## src/rtl/csm_pkg.sv

```systemverilog
// Shared constants, types and vertex table of the cylinder side mesh generator.
`default_nettype none
package csm_pkg;

  // Fixed-point format of sine, cosine and normals
  localparam int TRIG_FRAC_BITS = 14;
  localparam int RND_SH         = 30 - TRIG_FRAC_BITS;

  // Side count limits
  localparam logic [10:0] MIN_SIDES = 11'd3;
  localparam logic [10:0] MAX_SIDES = 11'd1024;

  // Q30 constants
  localparam logic [30:0] Q30_ONE = 31'h4000_0000;
  localparam logic [31:0] PI_Q30  = 32'hC90F_DAA2;

  // Horner divisors for the sine and cosine series, innermost first
  localparam int TRIG_STEPS = 4;
  localparam logic [7:0] SIN_DIV [TRIG_STEPS] = '{8'd72, 8'd42, 8'd20, 8'd6};
  localparam logic [7:0] COS_DIV [TRIG_STEPS] = '{8'd90, 8'd56, 8'd30, 8'd12};
  localparam logic [31:0] SIN_RECIP [TRIG_STEPS] = '{
    32'(64'h1_0000_0000 / 72), 32'(64'h1_0000_0000 / 42),
    32'(64'h1_0000_0000 / 20), 32'(64'h1_0000_0000 / 6)
  };
  localparam logic [31:0] COS_RECIP [TRIG_STEPS] = '{
    32'(64'h1_0000_0000 / 90), 32'(64'h1_0000_0000 / 56),
    32'(64'h1_0000_0000 / 30), 32'(64'h1_0000_0000 / 12)
  };

  // Unit normal component
  localparam logic signed [15:0] NORM_ONE = 16'sd1 <<< TRIG_FRAC_BITS;

  // Configuration register indexes
  typedef enum logic [1:0] {
    CFG_SIDE_COUNT = 2'd0,
    CFG_RADIUS     = 2'd1,
    CFG_HEIGHT     = 2'd2
  } cfg_idx_e;

  // Vertex description
  localparam logic [3:0] LAST_VTX = 4'd11;

  typedef enum logic [1:0] {
    PT_RIM_A,
    PT_RIM_B,
    PT_CENTRE
  } point_e;

  typedef enum logic [1:0] {
    NK_SIDE,
    NK_UP,
    NK_DOWN
  } normal_e;

  typedef struct packed {
    point_e  pt;
    logic    top;
    normal_e nk;
  } vtx_desc_t;

  function automatic vtx_desc_t vtx_desc(input logic [3:0] idx);
    vtx_desc_t d;
    case (idx)
      4'd0:    d = '{PT_RIM_A,  1'b0, NK_SIDE};
      4'd1:    d = '{PT_RIM_A,  1'b1, NK_SIDE};
      4'd2:    d = '{PT_RIM_B,  1'b0, NK_SIDE};
      4'd3:    d = '{PT_RIM_B,  1'b0, NK_SIDE};
      4'd4:    d = '{PT_RIM_A,  1'b1, NK_SIDE};
      4'd5:    d = '{PT_RIM_B,  1'b1, NK_SIDE};
      4'd6:    d = '{PT_RIM_B,  1'b1, NK_UP};
      4'd7:    d = '{PT_RIM_A,  1'b1, NK_UP};
      4'd8:    d = '{PT_CENTRE, 1'b1, NK_UP};
      4'd9:    d = '{PT_RIM_B,  1'b0, NK_DOWN};
      4'd10:   d = '{PT_RIM_A,  1'b0, NK_DOWN};
      default: d = '{PT_CENTRE, 1'b0, NK_DOWN};
    endcase
    return d;
  endfunction

endpackage
`default_nettype wire

```

## src/rtl/csm_phase.sv

```systemverilog
// Pipelined index reduction and turn-fraction division for both rim angles.
`default_nettype none
module csm_phase (
  input  logic        clk_i,
  input  logic        rst_ni,
  input  logic        en_i,
  input  logic        valid_i,
  input  logic [9:0]  seg_i,
  input  logic [10:0] n_i,
  output logic        valid_o,
  output logic [31:0] pa_o,
  output logic [31:0] pb_o
);
  import csm_pkg::*;

  localparam int MOD_STEPS  = 2;
  localparam int MOD_STAGES = 10 / MOD_STEPS;
  localparam int PH_STEPS   = 4;
  localparam int PH_STAGES  = 32 / PH_STEPS;

  // index modulo n, two index bits per stage
  logic       mv_q [MOD_STAGES];
  logic [9:0] mr_q [MOD_STAGES];
  logic [9:0] mi_q [MOD_STAGES];

  for (genvar s = 0; s < MOD_STAGES; s++) begin : g_mod
    logic       in_v;
    logic [9:0] in_r;
    logic [9:0] in_i;
    logic [9:0] r_d;
    logic [9:0] i_d;

    if (s == 0) begin : g_first
      assign in_v = valid_i;
      assign in_r = '0;
      assign in_i = seg_i;
    end else begin : g_next
      assign in_v = mv_q[s-1];
      assign in_r = mr_q[s-1];
      assign in_i = mi_q[s-1];
    end

    always_comb begin : c_step
      logic [10:0] t;
      r_d = in_r;
      i_d = in_i;
      for (int j = 0; j < MOD_STEPS; j++) begin
        t = {r_d, i_d[9]};
        if (t >= n_i) begin
          t = t - n_i;
        end
        r_d = t[9:0];
        i_d = {i_d[8:0], 1'b0};
      end
    end

    always_ff @(posedge clk_i or negedge rst_ni) begin
      if (!rst_ni) begin
        mv_q[s] <= 1'b0;
      end else if (en_i) begin
        mv_q[s] <= in_v;
      end
    end

    always_ff @(posedge clk_i) begin
      if (en_i) begin
        mr_q[s] <= r_d;
        mi_q[s] <= i_d;
      end
    end
  end

  // round(k * 2^32 / n): long division of the low word n/2, four bits per stage
  logic        pv_q [PH_STAGES];
  logic [9:0]  ra_q [PH_STAGES];
  logic [9:0]  rb_q [PH_STAGES];
  logic [31:0] qa_q [PH_STAGES];
  logic [31:0] qb_q [PH_STAGES];
  logic [31:0] hb_q [PH_STAGES];

  for (genvar s = 0; s < PH_STAGES; s++) begin : g_ph
    logic        in_v;
    logic [9:0]  in_ra;
    logic [9:0]  in_rb;
    logic [31:0] in_qa;
    logic [31:0] in_qb;
    logic [31:0] in_hb;
    logic [9:0]  ra_d;
    logic [9:0]  rb_d;
    logic [31:0] qa_d;
    logic [31:0] qb_d;
    logic [31:0] hb_d;

    if (s == 0) begin : g_first
      logic [9:0]  k;
      logic [10:0] k1;
      assign k     = mr_q[MOD_STAGES-1];
      assign k1    = {1'b0, k} + 11'd1;
      assign in_v  = mv_q[MOD_STAGES-1];
      assign in_ra = k;
      // next rim of the last slice wraps to angle zero
      assign in_rb = (k1 == n_i) ? 10'd0 : k1[9:0];
      assign in_qa = '0;
      assign in_qb = '0;
      assign in_hb = {22'd0, n_i[10:1]};
    end else begin : g_next
      assign in_v  = pv_q[s-1];
      assign in_ra = ra_q[s-1];
      assign in_rb = rb_q[s-1];
      assign in_qa = qa_q[s-1];
      assign in_qb = qb_q[s-1];
      assign in_hb = hb_q[s-1];
    end

    always_comb begin : c_step
      logic [10:0] ta;
      logic [10:0] tb;
      ra_d = in_ra;
      rb_d = in_rb;
      qa_d = in_qa;
      qb_d = in_qb;
      hb_d = in_hb;
      for (int j = 0; j < PH_STEPS; j++) begin
        ta = {ra_d, hb_d[31]};
        tb = {rb_d, hb_d[31]};
        qa_d = {qa_d[30:0], ta >= n_i};
        qb_d = {qb_d[30:0], tb >= n_i};
        if (ta >= n_i) begin
          ta = ta - n_i;
        end
        if (tb >= n_i) begin
          tb = tb - n_i;
        end
        ra_d = ta[9:0];
        rb_d = tb[9:0];
        hb_d = {hb_d[30:0], 1'b0};
      end
    end

    always_ff @(posedge clk_i or negedge rst_ni) begin
      if (!rst_ni) begin
        pv_q[s] <= 1'b0;
      end else if (en_i) begin
        pv_q[s] <= in_v;
      end
    end

    always_ff @(posedge clk_i) begin
      if (en_i) begin
        ra_q[s] <= ra_d;
        rb_q[s] <= rb_d;
        qa_q[s] <= qa_d;
        qb_q[s] <= qb_d;
        hb_q[s] <= hb_d;
      end
    end
  end

  assign valid_o = pv_q[PH_STAGES-1];
  assign pa_o    = qa_q[PH_STAGES-1];
  assign pb_o    = qb_q[PH_STAGES-1];

endmodule
`default_nettype wire

```

## config.mk

```make
export PLATFORM = sky130hd
export DESIGN_NAME = csm_phase
export DESIGN_NICKNAME = d
export VERILOG_FILES = /design/src/rtl/csm_pkg.sv /design/src/rtl/csm_phase.sv
export SDC_FILE = /design/constraint.sdc
export NUM_CORES = 2
export LEC_CHECK = 0
export ABC_AREA = 1
export BUFFER_PORTS_ARGS = -buffer_cell sky130_fd_sc_hd__buf_2
export CORE_MARGIN = 5
export CORE_UTILIZATION = 65
export DETAILED_ROUTE_END_ITERATION = 6
export PLACE_DENSITY = 0.82
export SYNTH_ARGS = -nofsm -noshare
export SYNTH_HDL_FRONTEND = slang
export SYNTH_SLANG_ARGS = --single-unit
```

## constraint.sdc

```tcl
create_clock -name clk_i -period 9.65 [get_ports clk_i]
set_clock_uncertainty 0.1 [all_clocks]
set_input_delay 0.965 -clock clk_i [delete_from_list [all_inputs] [get_ports clk_i]]
set_output_delay 0.965 -clock clk_i [all_outputs]
set_load 0.05 [all_outputs]
```

==> results.toml <==
[yosys]
synthesis.nets = 7937
yosysWarnings = 0
syn_area_sq_um = 56500
postSynth.asyncResetShare_pct = 2.27
synth_edf_count = 560
ys_top_cells_by_area = "edfxtp_1 30%, ha_1 17%, nand2_1 11%"
ys_types = 76
synth_top_area_share_pct = 29.7
synth_top_area_cell = "edfxtp_1"
ys_seq_area_share_pct = 30.3
ys.flop_type = "edfxtp_1"
synthCells = 7109
syn_area_per_cell_sq_um = 7.95
synth_seq_cells = 573

[setup_path]
reg2reg_from = "mr_q[0][41]"
cp-start-kind = "flip-flop"
crit_slowest_cell = "edfxtp_1"
crit_required_ps = 9930
crit_start = "mr_q[0][41]"
cpPeakStageDelay_ps = 460
critPathTopFamily = "simple AND/OR/NAND/NOR gates"
critical_path.max_fanout = 16
crit_buf_inv = 7
crit_top_cell = "nand2_1"
arrival_ps = 9170
path_class = "reg -> reg"
end_kind = "flip-flop"

[timing]
max_freq_mhz = 113
setup_violations = 0
fin_setup_tns_ps = 0
whs_ps = 107
worst_pin_slew_ps = 957
rsz0062_at_grt = "false"
hold_viol = 0
min_period_ps = 8890
relSlewSlack_pct = 36.2
slew_viol_final = 0
period_share_pct = 92.1

[global_route]
antenna_found_initial = 1
grt_pass1_wl_microns = 236000
overflow = 0
grt_max_degree = 173
grtUsageTotal_pct = 30.4
grt_pass1_vias = 47200

[placement]
port-buffer-count = 89
place_congestion = 0.966
hpwl_microns = 108000
post-place-cells = 8322
place_area_sq_um = 58500

[drt]
num_vias = 49700
drc = 0
drt.antenna.violating_nets = 0
drt_iter0_drc = 4190
vias_per_cell = 5.89
wire_per_inst_microns = 17.4
dr.pass1.iters = 5
routed_wl_microns = 146000

[final_layout]
diodes = 0
synthToLayoutAreaGrowth_pct = 7.10
final_cells = 8438
drive_gt1_share_pct = 6.43
nets = 8063
fin_area_sq_um = 60600

[cts]
htree_levels = 3
clockBufferDepth = 3
cts_root_buf = "clkbuf_16"
cts_setup_buffers = 0
clk_pin_slew_ps = 60
cts_sinks = 573
clk-insertion-delay-late_ps = 640
cts_tree = "done"
cts_buffers = 66

[floorplanning]
core_sq_um = 86600
die_width_microns = 305
die_h_microns = 305
rows = 108
dieArea_sq_um = 93000
start_util_pct = 65.3
ios = 90

[run_status]
outcome = "completed"

[flow_run]
cap_viol_max_count = 0

[worst_hold_path]
hold_class = "in -> async"
## worst paths after layout
kind,endpoint,slack (ps),cells after the start
setup reg to reg,rb_q[0][3],760,50
max in group asynchronous,g_ph[3].in_v,9110,1
setup / recovery,rb_q[0][3],760,50
min in group clk_i,qa_q[1][4],300,0
hold reg to reg,qa_q[1][4],300,0
hold / removal,g_ph[0].in_v,110,1
## synthesized netlist by cell type, drive strengths merged (2+ instances only)
| cell type | count |
|---|---|
| a2111oi | 3 |
| a211oi | 7 |
| a21boi | 81 |
| a21o | 39 |
| a21oi | 629 |
| a221o | 3 |
| a221oi | 14 |
| a31oi | 32 |
| and2 | 51 |
| and3 | 20 |
| buf | 84 |
| clkbuf | 23 |
| clkinv | 5 |
| dfrtp | 13 |
| edfxtp | 560 |
| fa | 39 |
| ha | 764 |
| inv | 678 |
| nand2 | 1714 |
| nand3 | 397 |
| nand3b | 9 |
| nand4 | 85 |
| nor2 | 412 |
| nor3 | 118 |
| nor4 | 3 |
| o2111ai | 3 |
| o211ai | 16 |
| o21a | 31 |
| o21ai | 577 |
| o21ba | 2 |
| o21bai | 47 |
| o221ai | 10 |
| o311ai | 21 |
| o31ai | 5 |
| or2 | 55 |
| xnor2 | 182 |
| xor2 | 369 |
## cells in the final DEF, fill, tap and decap left out, types with 14 or more instances in the layout
master / synthesis / final
nand3_1: 384 / 384
nor2_1: 406 / 406
nand4_1: 81 / 81
o21ai_0: 450 / 450
or2_2: 52 / 52
a21oi_1: 614 / 614
a21o_1: 39 / 39
inv_1: 643 / 633
o21ai_1: 102 / 102
o21bai_1: 36 / 36
xnor2_1: 182 / 182
a31oi_1: 28 / 28
a21boi_0: 58 / 58
o21a_1: 30 / 30
clkbuf_16: 0 / 66
buf_2: 40 / 86
a21boi_1: 14 / 14
inv_2: 32 / 32
fa_1: 39 / 39
o21ai_2: 25 / 25
nand2_1: 1705 / 1705
buf_4: 30 / 65
and3_1: 20 / 20
o311ai_0: 18 / 18
and2_1: 51 / 51
xor2_1: 369 / 369
ha_1: 764 / 764
nor3_1: 117 / 117
edfxtp_1: 560 / 560
## worst reg2reg max path, delay by kind of cell (launching register included)
kind	cells	cell delay, ps
AND/OR/NAND/NOR	27	2920
AO/OA/AOI/OAI	11	2150
adder cells (fa/ha/maj)	5	1700
buffers and inverters	7	1300
flip-flops	1	460
## final cells by class
class                   instances  area [sq um]
clock buffers                  75          1690
clock inverters                41           335
fillers                      7102         26100
inverters                     683          2600
multi-input cells            5746         36200
flip-flops and latches        573         17100
well taps                    1155          1450
repair buffers                165          1180
## layer usage
layer / global-route usage [%] / routed length [microns] / vias to the layer above
li1: - / - / 24800
met1: 41.6 / 64500 / 22800
met2: 50.7 / 66900 / 1627
met3: 4.31 / 10700 / 351
met4: 9.07 / 4370 / 2
met5: 0 / 7 / -
## through the flow
stage | utilization [%] | setup WS [ps]
finish | 69.9 | 764
global route | 69.9 | 4.92
CTS | 69.9 | 743
detailed placement | 67.6 | 435
global placement | 67.6 | 455
floorplan | - | 441
## state kept, by name, summed over array words and instances, names as in the netlist
| name | count |
|---|---|
| g_ph.in_v | 8 |
| rb_q | 70 |
| hb_q | 62 |
| qb_q | 144 |
| qa_q | 144 |
| mi_q | 20 |
| g_mod.in_v | 4 |
| valid_o | 1 |
| ra_q | 70 |
| mr_q | 50 |
## repair_timing
action,CTS,global route
resized for setup,0,1
hold buffers,0,0
endpoints found under the setup margin,0,8
## cells by family after synthesis
family                   Yosys count  share of synthesized area (%)
adder cells (fa/ha/maj)          803                           18.3
flip-flops                       573                           30.3
XOR/XNOR                         551                           8.53
buffers and inverters            790                           5.74
AND/OR/NAND/NOR                 2867                           21.5
AO/OA/AOI/OAI                   1524                           15.6
multiplexers                       1                         0.0199
Power is left out: the tool's default activity adds up to more than one toggle a clock period on the data nets, which glitch-free logic cannot reach.
